File: src/hw/rtl/sactl_pkg.sv
// ----------------------------------------------------------------------------
// sactl_pkg
// Shared constants and types of the set-associative tag lookup.
// ----------------------------------------------------------------------------
package sactl_pkg;

    localparam int ADDR_W  = 32;
    localparam int TAG_W   = 32;
    localparam int STAMP_W = 32;
    localparam int CNT_W   = 32;
    localparam int CFG_W   = 4;
    localparam int CFG_IDX_W = 2;

    localparam logic [CNT_W-1:0]   CNT_MAX   = {CNT_W{1'b1}};
    localparam logic [STAMP_W-1:0] STAMP_MAX = {STAMP_W{1'b1}};

    // Register indexes of the configuration port.
    localparam logic [CFG_IDX_W-1:0] REG_POLICY       = 2'd0;
    localparam logic [CFG_IDX_W-1:0] REG_OFFSET_WIDTH = 2'd1;
    localparam logic [CFG_IDX_W-1:0] REG_INDEX_WIDTH  = 2'd2;

    localparam logic       POLICY_LRU  = 1'b0;
    localparam logic       POLICY_FIFO = 1'b1;
    localparam logic       CMD_ACCESS  = 1'b0;
    localparam logic       CMD_CLEAR   = 1'b1;

    localparam logic       RST_POLICY       = POLICY_LRU;
    localparam logic [3:0] RST_OFFSET_WIDTH = 4'd5;
    localparam logic [2:0] RST_INDEX_WIDTH  = 3'd6;

    typedef struct packed {
        logic [TAG_W-1:0]   tag;
        logic [STAMP_W-1:0] stamp;
    } line_t;

endpackage

File: src/hw/rtl/sactl_way_ram.sv
// ----------------------------------------------------------------------------
// sactl_way_ram
// Tag and stamp memory of one way: one write port, one registered read port.
// ----------------------------------------------------------------------------
module sactl_way_ram #(
    parameter int SETS_LOG2 = 6,
    parameter int SET_W     = 6
) (
    input  logic               clk,
    input  logic               wr_en,
    input  logic [SET_W-1:0]   wr_addr,
    input  sactl_pkg::line_t   wr_data,
    input  logic               rd_en,
    input  logic [SET_W-1:0]   rd_addr,
    output sactl_pkg::line_t   rd_data
);

    localparam int DEPTH = 1 << SETS_LOG2;

    sactl_pkg::line_t mem [DEPTH];
    sactl_pkg::line_t rd_data_reg;

    always_ff @(posedge clk)
    begin
        if (wr_en)
        begin
            mem[wr_addr] <= wr_data;
        end
    end

    always_ff @(posedge clk)
    begin
        if (rd_en)
        begin
            rd_data_reg <= mem[rd_addr];
        end
    end

    assign rd_data = rd_data_reg;

endmodule

File: config.mk
export PLATFORM = sky130hd
export DESIGN_NAME = sactl_way_ram
export DESIGN_NICKNAME = d
export VERILOG_FILES = /design/src/hw/rtl/sactl_pkg.sv /design/src/hw/rtl/sactl_way_ram.sv
export SDC_FILE = /design/constraint.sdc
export NUM_CORES = 2
export LEC_CHECK = 0
export BUFFER_PORTS_ARGS = -buffer_cell sky130_fd_sc_hd__clkbuf_2
export CAP_MARGIN = 5
export CORE_ASPECT_RATIO = 1.75
export CORE_MARGIN = 2
export CORE_UTILIZATION = 30
export DETAILED_ROUTE_END_ITERATION = 12
export PLACE_DENSITY = 0.56
export SKIP_LAST_GASP = 1
export SLEW_MARGIN = 15
export SYNTH_ARGS = -nofsm -noshare
export SYNTH_HDL_FRONTEND = slang
export SYNTH_SLANG_ARGS = --single-unit
File: constraint.sdc
create_clock -name clk -period 12.42 [get_ports clk]
set_input_delay 2.484 -clock clk [delete_from_list [all_inputs] [get_ports clk]]
set_output_delay 2.484 -clock clk [all_outputs]
set_load 0.03 [all_outputs]
## Word level (Yosys, flattened, before mapping)

Memory sizes are Yosys's and may differ from the RTL's. A register that Yosys moved wholly into a read port is not among the register bits.
Cells that the tools add are included.
Widths: inputs -> output; s select.

| word-level totals | value |
|---|---|
| register bits | 0 |
| memory bits (writable) | 4096 |
| input bits | 79 |
| output and inout port bits | 64 |
| memories | 1 |

| cells by class | value |
|---|---|
| multiplexer cells | 2 |

Memory list:

| name | words | bits a word | rd ports | clocked after Yosys merged registers in | write ports | line | source |
|---|---|---|---|---|---|---|---|
| mem | 64 | 64 | 1 | 1 | 1 | sactl_way_ram.sv:20 | `sactl_pkg::line_t mem [DEPTH];` |

Operators by type and width:

| operator | number |
|---|---|
| $mux 1 | 2 |

## Logic depth before layout (Yosys ltp)

| logic depth | value |
|---|---|
| word-level depth | 2 |
| depth in mapped cells | 9 |
| gate-level depth less buffers | 5 |

## Worst setup path after synthesis

No wires, ideal clock.

| timing path | value |
|---|---|
| path type | input port to flip-flop |
| start point | input wr_addr[3] |
| end point | memory mem[48][0] (netlist name) (enable) |
| setup time | 0.564 ns |
| arrival time | 7.356 ns |
| slack | 4.500 ns |
| stages on the path | 4 |
| cells stage by stage | clkbuf_1 > nor2b_1 > nand4b_1 > nor3_1 |

RTL lines:

| element | line | source |
|---|---|---|
| start, declared | sactl_way_ram.sv:11 | `input logic [SET_W-1:0] wr_addr,` |
| end, declared | sactl_way_ram.sv:20 |  |

Straight into the memory's write port.

==> impl_results.md <==
* Largest net degree at the start of global routing at 130
* Compound-Gate Fraction of Synth Area at 2.467%
* Worst slew pin tran at 1.240 ns
* Clock Latency Late Sink at 0.94 ns
* Sw frac at 21.52%
* Fraction of final layout cells sized beyond drive strength 1 at 27.63%
* Initial DRC Count at 8234
* Worst slew margin at 17.35%
* Die Y at 961.0 um
* Via count at 74400
* Req. time, crit path at 13.11 ns
* Clk_skew at 0.07128 ns
* Synth Area in Simple Gates at 1.235%
* Combinational power share at 4.9%
* Most frequent cells in the layout: 4160 x edfxtp_1, 1024 x mux4_2, 354 x clkbuf_16
* Post-synth EDFFs at 4160
* Most common cell after layout, fill and taps aside: edfxtp_1
* IO Port Bufs at 142
* Crit. End Element: flop
* Syn avg cell area at 23.79 um2
* Area of the multi-input gates at 30790 um2
* Dpl hpwl at 258.8 mm
* Post-DP Area at 167200 um2
* Clk pwr share at 39.5%
* # Max-Cap Violations at 0
* Filler cells at 48130
* Switching pwr at 6.056 mW
* Final Hold Viols at 0
* Longest Clk Path Bufs at 4
* Max incr delay on CP at 0.67 ns
* Clk pin slew, worst setup/hold paths at 0.07 ns
* Tightest Hold Check Type: reg -> reg
* Post-CTS Setup Inserts at 0
* Final min period at 5.772 ns
* Post-detailed-route count of antenna-violating nets at 0
* Initial core utilization at 30.09%
* DR pass1 iterations at 8
* Net Count, Synth at 6677
* Asr flop ratio synth at 0%
* Total CTS buffers at 345
* Setup violators final at 0
* CP arrival at 6.46 ns
* Setup Crit Path Kind: in -> reg
* Top Ports at 143
* Xor/xnor share of the synthesized area at 0%
* Internal power at 22.08 mW
* Cell area after layout at 178500 um2
* Reg area at 124900 um2
* Seq/Total Area, Yosys at 79.57%
* Critical path, cell by cell: buf_12 > buf_4 > buf_12 > mux4_2 > a22oi_1 > nand3_1 > and3_1
* Mux cell area share after synthesis at 15.55%
* Peak VDD IR at 0.1010 mV
* GP Congestion at 0.7834
* Pwr Density at 157.6 nW/um2
* Seq pwr share at 55.5%
* Synth Warn # at 0
* FMAX at 173.3 MHz
* Row count at 351
* Final wirelength at 467.1 mm
* Post-route DRC at 0
* Layout Nets at 7019
* Worst path buffer plus inverter count at 3
* Initial antenna violation count at 27
* Synth cell types at 32
* Mapped Cells at 6598
* Outcome: complete, no violations
* CTS Root Cell: clkbuf_16
* CTS Hold Bufs at 0
* Crit start category: input port
* Largest family of logic cells by synthesized area: multiplexers
* GR Util All Layers at 17.29%
* Fin. max-slew vios at 0
* Vias in the first global route at 77120
* Total Power at 28.13 mW
* Core Box Area at 521700 um2
* Most used cell, CP: buf_12
* CP max-delay cell: buf_4
* Max FFs per register at 4096
* Cell Area, Synth at 157000 um2
* Grt total ovfl at 0
* Primary FF master, synth: edfxtp_1
* Vias/cell at 5.268
* Fin crit share at 46.47%
* CP top delay family: buffers and inverters
* CTS resizes at 0
* Crit Path Max Fanout at 92
* Static Leak at 54.02 nW
* H-tree depth at 5
* Routed wire length per instance at 33.07 um
* Setup TNS at 0 ns
* Die width at 550.8 um
* #FFs+latches synth at 4160
* CTS tree: done
* RSZ-0062 raised after global routing: false
* CTS Sinks at 4160
* DIE AREA at 529300 um2
* Adder-Cell Fraction of Synth Area at 0%
* First-pass GRT wire length at 639.0 mm
* Layout overhead on the synthesized area at 13.73%
[cell families after synthesis]
| kind of cell | count (synthesis) |
|---|---|
| AND/OR/NAND/NOR | 386 |
| flip-flops | 4160 |
| AO/OA/AOI/OAI | 504 |
| multiplexers | 1159 |
| buffers and inverters | 389 |
[cells in the mapped netlist, types with 20 or more instances]
library cell / count / area share (%)
nand3_1: 45 / 0.14
mux2i_1: 135 / 0.86
or2_2: 28 / 0.11
buf_4: 34 / 0.16
mux4_2: 1024 / 15
edfxtp_1: 4160 / 80
o221ai_1: 38 / 0.21
a41oi_1: 26 / 0.15
clkbuf_1: 140 / 0.33
buf_1: 20 / 0.048
o22ai_1: 83 / 0.33
nor2_1: 112 / 0.27
or3_1: 29 / 0.12
nand2_1: 58 / 0.14
nor2b_1: 28 / 0.11
and3_1: 64 / 0.26
a22o_1: 88 / 0.49
a211oi_1: 63 / 0.30
buf_2: 170 / 0.54
a22oi_1: 168 / 0.80
[worst reg2reg max path, stage by stage (launching register included)]
cell and delay (ns):
edfxtp_1 0.37, mux4_2 0.49, mux2i_1 0.21, o22ai_1 0.26
a41oi_1 0.84, a211oi_1 0.10
[power by group through the flow]
| stage | Clock, mW | Sequential, mW | Combinational (mW) |
|---|---|---|---|
| after floorplan | 0 | 15.9 | 0.724 |
| after global placement | 0 | 15.9 | 1.38 |
| after detailed placement | 0 | 15.9 | 1.41 |
| after CTS | 11.3 | 15.6 | 1.41 |
| after global routing | 11.8 | 15.6 | 1.46 |
| final | 11.1 | 15.6 | 1.39 |
[per-stage QoR]
stage / std cells / utilization [%] / setup slack, ns / hold WS, ns
after floorplan: 6598 / - / 4.500 / 0.8648
after global placement: 13470 / 32.04 / 5.476 / 0.8964
after detailed placement: 13470 / 32.05 / 5.737 / 0.9003
after CTS: 14090 / 34.19 / 6.745 / 0.8775
after global routing: 14120 / 34.22 / 6.476 / 0.9231
final: 14120 / 34.22 / 6.648 / 0.8747
[worst paths after layout]
kind / start / end / slack (ns) / cells past startpoint
hold reg to reg: mem[63][63] / rd_data[63] / 0.87 / 4
setup / recovery: rd_addr[0] / rd_data[18] / 6.65 / 7
hold / removal: mem[63][63] / rd_data[63] / 0.87 / 4
setup reg to reg: mem[61][25] / rd_data[25] / 9.85 / 5
[area by class of cell]
cell class	count	area share, %
sequential	4160	69.97
multi-input combinational	2049	17.25
clock buffer	403	5.065
tap	6883	4.824
timing repair buffer	365	1.617
clock inverter	218	1.201
inverter	19	0.03995
antenna	26	0.03644
[metal layers]
layer	global-route usage [%]	vias up	part of all wire, %
li1	-	29150	-
met1	19.44	41770	35
met2	32.56	2725	55
met3	2.122	741	5.2
met4	7.266	8	4.4
met5	0	-	0.0098
No activity file was read; power rests on OpenSTA's default activity.
