--- src/hw/rtl/sactl_pkg.sv ---
// ----------------------------------------------------------------------------
// sactl_pkg
// Shared constants and types of the set-associative tag lookup.
// ----------------------------------------------------------------------------
package sactl_pkg;

    localparam int ADDR_W  = 32;
    localparam int TAG_W   = 32;
    localparam int STAMP_W = 32;
    localparam int CNT_W   = 32;
    localparam int CFG_W   = 4;
    localparam int CFG_IDX_W = 2;

    localparam logic [CNT_W-1:0]   CNT_MAX   = {CNT_W{1'b1}};
    localparam logic [STAMP_W-1:0] STAMP_MAX = {STAMP_W{1'b1}};

    // Register indexes of the configuration port.
    localparam logic [CFG_IDX_W-1:0] REG_POLICY       = 2'd0;
    localparam logic [CFG_IDX_W-1:0] REG_OFFSET_WIDTH = 2'd1;
    localparam logic [CFG_IDX_W-1:0] REG_INDEX_WIDTH  = 2'd2;

    localparam logic       POLICY_LRU  = 1'b0;
    localparam logic       POLICY_FIFO = 1'b1;
    localparam logic       CMD_ACCESS  = 1'b0;
    localparam logic       CMD_CLEAR   = 1'b1;

    localparam logic       RST_POLICY       = POLICY_LRU;
    localparam logic [3:0] RST_OFFSET_WIDTH = 4'd5;
    localparam logic [2:0] RST_INDEX_WIDTH  = 3'd6;

    typedef struct packed {
        logic [TAG_W-1:0]   tag;
        logic [STAMP_W-1:0] stamp;
    } line_t;

endpackage

--- src/hw/rtl/sactl_addr_split.sv ---
// ----------------------------------------------------------------------------
// sactl_addr_split
// Splits a byte address into set index and tag under the current field widths.
// ----------------------------------------------------------------------------
module sactl_addr_split #(
    parameter int SETS_LOG2 = 6,
    parameter int SET_W     = 6
) (
    input  logic [sactl_pkg::ADDR_W-1:0] address,
    input  logic [3:0]                   offset_width,
    input  logic [2:0]                   index_width,
    output logic [SET_W-1:0]             set_idx,
    output logic [sactl_pkg::TAG_W-1:0]  tag
);

    logic [3:0]                   ibits;
    logic [4:0]                   tag_shift;
    logic [sactl_pkg::ADDR_W-1:0] set_full;

    always_comb
    begin
        // Index widths beyond the built set count fold down to the full width.
        if ({1'b0, index_width} > 4'(SETS_LOG2))
        begin
            ibits = 4'(SETS_LOG2);
        end
        else
        begin
            ibits = {1'b0, index_width};
        end
        tag_shift = {1'b0, offset_width} + {1'b0, ibits};
        set_full  = (address >> offset_width) & ~({sactl_pkg::ADDR_W{1'b1}} << ibits);
        set_idx   = set_full[SET_W-1:0];
        tag       = address >> tag_shift;
    end

endmodule

--- config.mk ---
export PLATFORM = sky130hd
export DESIGN_NAME = sactl_addr_split
export DESIGN_NICKNAME = d
export VERILOG_FILES = /design/src/hw/rtl/sactl_pkg.sv /design/src/hw/rtl/sactl_addr_split.sv
export SDC_FILE = /design/constraint.sdc
export NUM_CORES = 1
export LEC_CHECK = 0
export BUFFER_PORTS_ARGS = -buffer_cell sky130_fd_sc_hd__buf_2
export CORE_MARGIN = 1
export CORE_UTILIZATION = 50
export DETAILED_ROUTE_END_ITERATION = 6
export PLACE_DENSITY = 0.85
export SLEW_MARGIN = 20
export SYNTH_ARGS = -nofsm -noshare
export SYNTH_HDL_FRONTEND = slang
export SYNTH_SLANG_ARGS = --single-unit
--- constraint.sdc ---
create_clock -name vclk -period 3.05
set_clock_uncertainty 0.05 [all_clocks]
set_input_delay 0.305 -clock vclk [all_inputs]
set_output_delay 0.305 -clock vclk [all_outputs]
set_load 0.005 [all_outputs]
Word-level counts from Yosys, hierarchy flattened
Cells that the tools add are included.
{"block": "word_totals", "reg_bits": 0, "input_bits": 39, "out_inout_bits": 38, "wordCells": 8}
{"block": "classes", "add_sub_neg": 1, "n_lt_le_gt_ge": 1, "shift": 3, "mux": 1, "bitwise_logic": 2}
{"cell": "$shl A32 B3 Y6 const A", "n": 1}
{"cell": "$shr A32 B4 Y6", "n": 1}
{"cell": "$shr A32 B5 Y32", "n": 1}
{"cell": "$and A6 B6 Y6", "n": 1}
{"cell": "$not A6 Y6", "n": 1}
{"cell": "$add A4 B4 Y5", "n": 1}
{"cell": "$gt A3 B3 Y1 const B", "n": 1}
{"cell": "$mux W3", "n": 1}

Depth between registers and ports, before layout
{"block": "logic_depth", "depth_word": 5, "mapped_depth": 11, "depth_no_buf": 9}

Worst setup path after synthesis
OpenSTA, ideal clock, no wires.
{"block": "synth_path", "path_type": "input -> output", "from": "input index_width[0]", "to": "output tag[0] (netlist bit)", "arrival_ns": 2.967, "t_required_ns": 2.695, "setup_slack_ns": -0.272, "stages": 8, "n_path_buf": 0, "path_cell_list": "a21boi_4 ha_1 fa_1 xor2_4 mux4_1 and2_1 a31o_2 mux4_2"}
{"block": "synth_between", "elab_chain_len": 4}
{"item": "from (decl)", "line": "sactl_addr_split.sv:11", "rtl": "input logic [2:0] index_width,"}
{"item": "$gt A3 B3 Y1", "line": "sactl_addr_split.sv:23", "rtl": "if ({1'b0, index_width} > 4'(SETS_LOG2))"}
{"item": "$mux W3 *", "line": "sactl_addr_split.sv:23"}
{"item": "$add A4 B4 Y5 *", "line": "sactl_addr_split.sv:31", "rtl": "tag_shift = {1'b0, offset_width} + {1'b0, ibits};"}
{"item": "$shr A32 B5 Y32 *", "line": "sactl_addr_split.sv:34", "rtl": "tag = address >> tag_shift;"}
{"item": "to (decl)", "line": "sactl_addr_split.sv:13", "rtl": "output logic [sactl_pkg::TAG_W-1:0] tag"}
Every way passes the cells marked *; elsewhere a longest branch is shown, timed or not.

Final worst setup path
Same ends and word-level chain as after synthesis.

==> key figures <==
Run status
  • Outcome: complete, but fails checks
  • Failing checks: setup timing

Place
  • Area after DPL: 0.003278 mm2
  • Dpl cells: 453
  • GPL Wtd Cong: 0.9602
  • Dpl ws: -0.2679 ns
  • Buffers added on ports: 77
  • DP HPWL: 6538 um

Setup path
  • Endpoint type of the worst setup path: output port
  • Critical-path top delay cell: mux4_2
  • Startpoint types: input port
  • CP delay by family, top: multiplexers
  • Data arrival, critical path: 3.01 ns
  • Critical Path RT: 2.69 ns
  • Critical path type: input port to output port
  • Crit Path Max Fanout: 3
  • Worst path cell trace: buf_6 -> a21boi_4 -> ha_4 -> fa_2 -> xor2_4 -> buf_6 -> mux4_2 -> and2_4 -> a31o_4 -> mux4_2 -> buf_2
  • WP buf/inv: 3
  • CP max stage delay: 0.50 ns

Logic synthesis
  • Largest family of logic cells by synthesized area: multiplexers
  • Synthesized area: 0.002616 mm2
  • Synth cell types: 55
  • Seq/Total Area, Yosys: 0
  • Mux contribution to synthesized area: 0.5084
  • Post-synthesis xor/xnor area fraction: 0.03109
  • Post-Synth Adder-Cell Area: 0.02200
  • Net Count, Synth: 332
  • Synthesized instance count: 289
  • Syn avg cell area: 9.053 um2
  • Simple-Gate Fraction of Synth Area: 0.1425
  • Warnings from Yosys: 0
  • Compound-Gate Fraction of Synth Area: 0.2080

Timing
  • Fmax: 297.4 MHz
  • Tightest Pin Transition: 0.7175 ns
  • Final worst slack: -0.3129 ns
  • Period utilization: 1.103
  • Setup violators final: 23
  • Tmin final: 3.363 ns
  • RSZ-0062 raised after global routing: true
  • Final hold vios: 0
  • Final TNS setup: -2.813 ns
  • Max_slew headroom: 0.5193
  • Pins Over Slew Limit: 0

Pwr
  • Seq pwr share: 0
  • Sw power: 0.6563 mW
  • Clock power share: 0
  • Power Dens Cells: 381.2 mW/mm2
  • Worst VDD drop: 0.0002107 V
  • Sw frac: 0.4737
  • Gate power share: 1.000
  • Leak: 1.631 nW
  • Pint: 0.7291 mW

Floorplanning
  • Initial core utilization: 0.5362
  • Die width: 74.34 um
  • # IOs: 77
  • Die Height: 74.34 um
  • Core area: 0.004880 mm2
  • DIE AREA: 0.005526 mm2
  • Cell Rows: 25

Finish
  • Clock buffers: 0
  • Area Overhead vs Synth: 38.93%
  • Final instance area: 0.003635 mm2
  • Register area: 0 um2
  • Final Instance Count excl. Fillers: 469
  • Layout cell share with drive strength beyond 1: 0.5821
  • N_diodes: 0
  • Nets: 447
  • Fillcell total: 344
  • Multi-input combinational cell area: 0.002567 mm2
  • Seq cells: 0

Global route
  • Tot GR Track Use: 0.3076
  • GRT overflow: 0
  • First-pass GRT wire length: 13,150 um
  • Initial antenna violation count: 0
  • Largest net degree at the start of global routing: 32
  • Vias in the first global route: 2,697

Flow run
  • Max-cap violations: 0

Route
  • Drt first pass iters: 5
  • Final WL: 9243 um
  • Via count: 3,027
  • Number of vias per cell: 6.454
  • DRT antenna net count: 0
  • Routed wire length per instance: 19.71 um
  • DRC viols: 0
  • DR iter-0 viols: 299

Clock network
  • # hold bufs at CTS: 0

Worst hold path
  • Hold Path Class: input port to output port
[power groups by stage]
stage          logic (mW)  clock network, mW  registers [mW]
6_report             1.39                  0               0
5_1_grt              1.47                  0               0
4_1_cts              1.24                  0               0
3_5_place_dp         1.12                  0               0
3_3_place_gp         1.09                  0               0
2_1_floorplan       0.730                  0               0
[routing by layer]
metal	share of wire	vias to the layer above	GRT usage
met1	0.39	1409	0.4046
met4	0.034	0	0.09224
met5	0	-	0
li1	-	1363	-
met2	0.49	228	0.5525
met3	0.086	27	0.009485
[cell usage in the layout (no fill, tap or decap), types with 4 or more instances in the layout]
master / count
buf_2: 76
buf_4: 46
nand2_1: 33
mux4_2: 33
mux2i_1: 28
nor2_1: 21
a21oi_1: 14
buf_6: 12
a211oi_1: 10
mux2_2: 7
mux2i_2: 7
o21ai_0: 7
and2_1: 6
nor2_2: 5
o21ai_1: 5
inv_1: 4
a21oi_2: 4
mux2_4: 4
o22ai_1: 4
and3_1: 4
[cell usage after synthesis, types with 4 or more instances]
cell,n,area share
nor3_1,5,0.0096
a21oi_1,18,0.034
o21ai_0,13,0.025
and3_1,5,0.012
mux2_2,11,0.047
mux4_2,18,0.15
inv_1,4,0.0057
clkbuf_1,12,0.017
clkbuf_8,4,0.021
a211oi_1,11,0.032
o22ai_1,4,0.0096
and2_1,9,0.022
nor2_1,28,0.040
mux4_1,16,0.16
nand2_1,35,0.050
mux2i_1,38,0.15
[layout make-up]
type                            instances  share of cell area
Inverter                                5            0.005508
Timing Repair Buffer                  139              0.2651
Tap cell                               67             0.02306
Multi-Input combinational cell        258              0.7064
[cells by family after synthesis]
| logic type | Yosys count |
|---|---|
| fa+ha+maj | 4 |
| simple gates | 86 |
| compound gates | 79 |
| buf+inv | 32 |
| xor+xnor | 5 |
| mux | 83 |
[through the flow]
stage                     hold slack (ns)    util  power, mW
after global placement             0.9663  0.6718      1.095
after detailed placement           0.9639  0.6718      1.122
after floorplan                    0.6373       -     0.7305
final                              0.9411  0.7449      1.385
after CTS                          0.9426  0.7041      1.240
after global routing               0.9607  0.7449      1.471
[repair_timing]
item / 4_1_cts / 5_1_grt
setup endpoints to repair: 22 / 27
gates resized for setup: 36 / 43
setup buffers: 6 / 8
pin swaps: 11 / 13
gates cloned: 2 / 1
[final timing paths]
kind | start | end | cells past startpoint
worst max-delay path | index_width[0] | tag[0] | 11
worst min-delay path | index_width[0] | set_idx[0] | 4
No activity file was read; power rests on OpenSTA's default activity.
