--- config.mk ---
export PLATFORM = sky130hd
export DESIGN_NAME = sactl_victim
export DESIGN_NICKNAME = d
export VERILOG_FILES = /design/src/hw/rtl/sactl_pkg.sv /design/src/hw/rtl/sactl_victim.sv
export SDC_FILE = /design/constraint.sdc
export NUM_CORES = 1
export LEC_CHECK = 0
export ABC_CLOCK_PERIOD_IN_PS = 12800
export BUFFER_PORTS_ARGS = -buffer_cell sky130_fd_sc_hd__buf_2
export CAP_MARGIN = 0
export CORE_ASPECT_RATIO = 1.4
export CORE_MARGIN = 10
export CORE_UTILIZATION = 40
export DETAILED_ROUTE_END_ITERATION = 12
export GPL_TIMING_DRIVEN = 0
export PLACE_DENSITY_LB_ADDON = 0.25
export SYNTH_ARGS = -nofsm -noshare
export SYNTH_HDL_FRONTEND = slang
export SYNTH_SLANG_ARGS = --single-unit
--- constraint.sdc ---
create_clock -name vclk -period 12.8
set_input_delay 0.64 -clock vclk [all_inputs]
set_output_delay 0.64 -clock vclk [all_outputs]
set_load 0.05 [all_outputs]
--- src/hw/rtl/sactl_pkg.sv ---
// ----------------------------------------------------------------------------
// sactl_pkg
// Shared constants and types of the set-associative tag lookup.
// ----------------------------------------------------------------------------
package sactl_pkg;

    localparam int ADDR_W  = 32;
    localparam int TAG_W   = 32;
    localparam int STAMP_W = 32;
    localparam int CNT_W   = 32;
    localparam int CFG_W   = 4;
    localparam int CFG_IDX_W = 2;

    localparam logic [CNT_W-1:0]   CNT_MAX   = {CNT_W{1'b1}};
    localparam logic [STAMP_W-1:0] STAMP_MAX = {STAMP_W{1'b1}};

    // Register indexes of the configuration port.
    localparam logic [CFG_IDX_W-1:0] REG_POLICY       = 2'd0;
    localparam logic [CFG_IDX_W-1:0] REG_OFFSET_WIDTH = 2'd1;
    localparam logic [CFG_IDX_W-1:0] REG_INDEX_WIDTH  = 2'd2;

    localparam logic       POLICY_LRU  = 1'b0;
    localparam logic       POLICY_FIFO = 1'b1;
    localparam logic       CMD_ACCESS  = 1'b0;
    localparam logic       CMD_CLEAR   = 1'b1;

    localparam logic       RST_POLICY       = POLICY_LRU;
    localparam logic [3:0] RST_OFFSET_WIDTH = 4'd5;
    localparam logic [2:0] RST_INDEX_WIDTH  = 3'd6;

    typedef struct packed {
        logic [TAG_W-1:0]   tag;
        logic [STAMP_W-1:0] stamp;
    } line_t;

endpackage

--- src/hw/rtl/sactl_victim.sv ---
// ----------------------------------------------------------------------------
// sactl_victim
// Way selection: first hitting way, else first empty way, else oldest stamp.
// ----------------------------------------------------------------------------
module sactl_victim #(
    parameter int NUM_WAYS = 4,
    parameter int WAY_W    = 2
) (
    input  logic [NUM_WAYS-1:0]          valid_vec,
    input  logic [NUM_WAYS-1:0]          hit_vec,
    input  logic [sactl_pkg::STAMP_W-1:0] stamps [NUM_WAYS],
    output logic                         hit,
    output logic [WAY_W-1:0]             way
);

    localparam int LEAVES = 1 << WAY_W;
    localparam int NODES  = 2 * LEAVES - 1;

    logic [sactl_pkg::STAMP_W-1:0] node_stamp [NODES];
    logic [WAY_W-1:0]              node_way   [NODES];
    logic                          node_live  [NODES];
    logic [WAY_W-1:0]              hit_way;
    logic [WAY_W-1:0]              empty_way;
    logic                          any_empty;

    always_comb
    begin
        // Leaves of the minimum tree; padding leaves never win.
        for (int i = 0; i < LEAVES; i++)
        begin
            node_way[LEAVES-1+i] = WAY_W'(i);
            if (i < NUM_WAYS)
            begin
                node_stamp[LEAVES-1+i] = stamps[i];
                node_live[LEAVES-1+i]  = 1'b1;
            end
            else
            begin
                node_stamp[LEAVES-1+i] = '0;
                node_live[LEAVES-1+i]  = 1'b0;
            end
        end
        // The right child wins only on a strictly smaller stamp, so ties keep
        // the lower way.
        for (int n = LEAVES - 2; n >= 0; n--)
        begin
            if (node_live[2*n+2] && (node_stamp[2*n+2] < node_stamp[2*n+1]))
            begin
                node_stamp[n] = node_stamp[2*n+2];
                node_way[n]   = node_way[2*n+2];
            end
            else
            begin
                node_stamp[n] = node_stamp[2*n+1];
                node_way[n]   = node_way[2*n+1];
            end
            node_live[n] = node_live[2*n+1] | node_live[2*n+2];
        end
    end

    always_comb
    begin
        hit_way   = '0;
        empty_way = '0;
        for (int i = NUM_WAYS - 1; i >= 0; i--)
        begin
            if (hit_vec[i])
            begin
                hit_way = WAY_W'(i);
            end
            if (!valid_vec[i])
            begin
                empty_way = WAY_W'(i);
            end
        end
        any_empty = ~&valid_vec;
        hit       = |hit_vec;
        if (hit)
        begin
            way = hit_way;
        end
        else if (any_empty)
        begin
            way = empty_way;
        end
        else
        begin
            way = node_way[0];
        end
    end

endmodule

# Word level (Yosys, flattened, before mapping)
# Cells that the tools add are included.
dict set report totals {
  register_bits 0
  input_bits 136
  word_cells 20
}
dict set report classes {
  n_lt_le_gt_ge 3
  muxes 15
  reduce_logical 2
}
# op n
set op_table {}
lappend op_table {{< comparator 32 bit} 3}
lappend op_table {{2-to-1 mux 32 bit} 2}
lappend op_table {{2-to-1 mux 2 bit} 11}
lappend op_table {{AND reduction 4 bit} 1}
lappend op_table {{OR reduction 4 bit} 1}
lappend op_table {{2-to-1 mux 1 bit} 2}

# Logic depth before layout (Yosys ltp)
dict set report logic_depth {
  depth_word 6
  depth_mapped 21
  ltp_nobuf 19
}

# Worst setup path before layout
# OpenSTA, ideal clock, no wires.
dict set report synth_path {
  path_kind {input to output}
  startpoint {input port stamps[119] (netlist bit)}
  endpoint {output port way[0]}
  arrival_ns 5.141
  required_ns 12.160
  setup_slack_ns 7.019
  path_stages 18
  path_buffers 2
  cell_sequence {inv_1 > ha_1 > nand4_1 > nor4_2 > nand4_1 > o2111a_1 > or2_1 > buf_2 > clkbuf_1 > nor2_1 > a21oi_1 > ha_1 > a21o_1 > a2111oi_0 > a32oi_1 > o31ai_1 > a221oi_2 > o311ai_1}
}
dict set report synth_via {
  elab_chain_len 6
  word_cells_on_any_way 7
  classes_between {order compare (2); mux (5)}
}
# item line_no
set synth_lines {}
lappend synth_lines {{start, declared} sactl_victim.sv:11} ;# input logic [sactl_pkg::STAMP_W-1:0] stamps [NUM_WAYS],
lappend synth_lines {{< comparator 32 bit} sactl_victim.sv:47} ;# if (node_live[2*n+2] && (node_stamp[2*n+2] < node_stamp[2*n+1]))
lappend synth_lines {{2-to-1 mux 32 bit} sactl_victim.sv:47}
lappend synth_lines {{< comparator 32 bit} sactl_victim.sv:47}
lappend synth_lines {{2-to-1 mux 2 bit (*)} sactl_victim.sv:47}
lappend synth_lines {{2-to-1 mux 2 bit (*)} sactl_victim.sv:82} ;# else if (any_empty)
lappend synth_lines {{2-to-1 mux 2 bit (*)} sactl_victim.sv:78} ;# if (hit)
lappend synth_lines {{end, declared} sactl_victim.sv:13} ;# output logic [WAY_W-1:0] way
# Every way passes the cells marked *; elsewhere a longest branch is shown, timed or not.

# Worst setup path after layout
dict set report layout_path {
  startpoint {input port stamps[11] (netlist bit)}
  endpoint {output port way[0]}
}
# Same word-level chain as after synthesis.

==> reports/results.tsv <==
metric	value	unit
hold path startpoint	hit_vec[0]	
hold_buf cts	0	
outcome	finished, final reports clean	
largest area contributor in the synthesized netlist	ha_1	
RSZ-0062 raised after global routing	no	
met2 usage	0.350	
via count	3814	
slew margin rel.	0.346	
fin worst setup slack	6490	ps
post-synthesis cell type count	47	
CP max stage delay	860	ps
setup_tns	0	ps
Avg Cell Area, Syn	6.44	sq um
seq_cells	0	
PostCTS Resize Cnt	0	
mapped cell area	3080	sq um
Area growth syn-to-layout	26.5	%
CP Class	in2out	
sequential share of the synthesized area	0	
f_max	159	MHz
pre-CTS WS	6430	ps
ratio of final minimum period to clock period	0.493	
met3 usage	0.0337	
Residual DRC	0	
clock buffers	0	
crit-path leading delay family	compound AO/OA/AOI/OAI gates	
floorplan core area	7450	sq um
Rows	37	
YS warnings	0	
WP data arrival	5670	ps
Min Hold Slack	1710	ps
Final min period	6310	ps
DR WL/cell	14.9	um
GRT met1 Usage	0.179	
count of input and output buffers	139	
Post-synth top cells	ha_1, inv_1, nand2_1	
Synth Instances	479	
GP Congestion	0.884	
final setup fails	0	
gr usage total	0.174	
first-pass GRT wire length	17.2	mm
Syn Nets	708	
busiest grt layer	met2	
Starting Density	0.414	
Nets	849	
critical path buffer and inverter count	4	
Post-CTS Setup Repair Bufs	0	
top cell type's share of synthesized area	0.377	
vias in the first global route	3932	
hold depth	3	
grt total ovfl	0	
total wire length	10.7	mm
CP Cell Sequence	buf_2, ha_1, a21oi_1, o21ai_0, a221oi_1, a211o_2, and2_2, buf_2, clkbuf_1, o21ai_0, ha_1, a21o_1, a21o_1, a2111oi_0, or4b_1, o21ai_1, o31ai_1, o311ai_1, buf_2	
die area	11700	sq um
Max Fanout on Critical Path	10	
Critical Path RT	12160	ps
crit-path most repeated cell	buf_2	
max_cap viols	0	
Area contributors post-synth	ha_1, a21oi_1, inv_1, o21ai_0, nand2_1	
Starting DRT DRC Count	105	
largest net degree at the start of global routing	11	
CP Capture Type	output pin	
initial antenna violation count	0	
final hold violations	0	
PD cells	49.0	nW/um^2
worst slew pin tran	957	ps
diodes inserted	0	
Crit. path cell count	19	
DR vias/cell	5.33	
leak pwr	2.26	nW
Final Power	0.191	mW
DP HPWL	9.69	mm
Die Ht	124	um
First-pass DRT Iterations	4	
Critical Path Start Type	input port	
Die X	94.2	um
Hold Path Class	in2out	
Final Max Slew Viols	0	
Ports	139	
Worst Setup SP	stamps[11]	
share of post-route cells with drive strength above 1	0.239	
count leader, synth	ha_1	
Sequential cell area	0	sq um
Worst VDD drop	0.0000209	V
Slowest-stage cell, CP	a2111oi_0	
post-route antenna net violation count	0	
path summary, 6_finish.rpt:
kind / endpoint / slack (ps)
max: way[0] / 6490
min: way[0] / 1710
stage by stage:
step           instances   util  cell area, sq um
6_report             715  0.523              3900
5_1_grt              715  0.523              3900
4_1_cts              715  0.523              3900
3_5_place_dp         715  0.523              3900
3_3_place_gp         715  0.523              3900
2_1_floorplan        479      -              3080
per-layer routing:
metal | vias up | wire length (um) | share of wire
met5 | - | 0 | 0
met4 | 0 | 150 | 0.014
met3 | 11 | 651 | 0.061
met2 | 111 | 5780 | 0.54
met1 | 1695 | 4100 | 0.38
li1 | 1997 | - | -
report_power, final:
| part | switching [mW] | leakage [nW] | internal (mW) |
|---|---|---|---|
| combinational | 0.111 | 2.26 | 0.0803 |
| clock | 0 | 0 | 0 |
| sequential | 0 | 0 | 0 |
| total | 0.111 | 2.26 | 0.0803 |
cell families (layout without fill, tap and decap cells):
| logic type | count (synthesis) | count (layout) | synth area share |
|---|---|---|---|
| and+or+nand+nor | 153 | 153 | 0.234 |
| adders and majority gates | 93 | 93 | 0.377 |
| AOI/OAI and AO/OA | 148 | 148 | 0.284 |
| buffers and inverters | 85 | 224 | 0.104 |
cell type report:
class	instances	area, sq um
fillers	800	3550
multi-input cells	394	2760
repair buffers	139	696
inverters	71	267
well taps	97	121
plain buffers	14	55.1
layout by cell type (no fill, tap or decap), drive strengths merged, types with 3 or more instances in the layout:
master	n
o21ai	50
nor2b	3
clkbuf	12
nor4	4
nor3	6
and4	3
a21o	10
buf	141
a211oi	5
nand3	5
ha	93
a21oi	59
a221oi	4
nor2	43
nand4	16
inv	71
nand2	61
No activity file was read; power rests on OpenSTA's default activity.
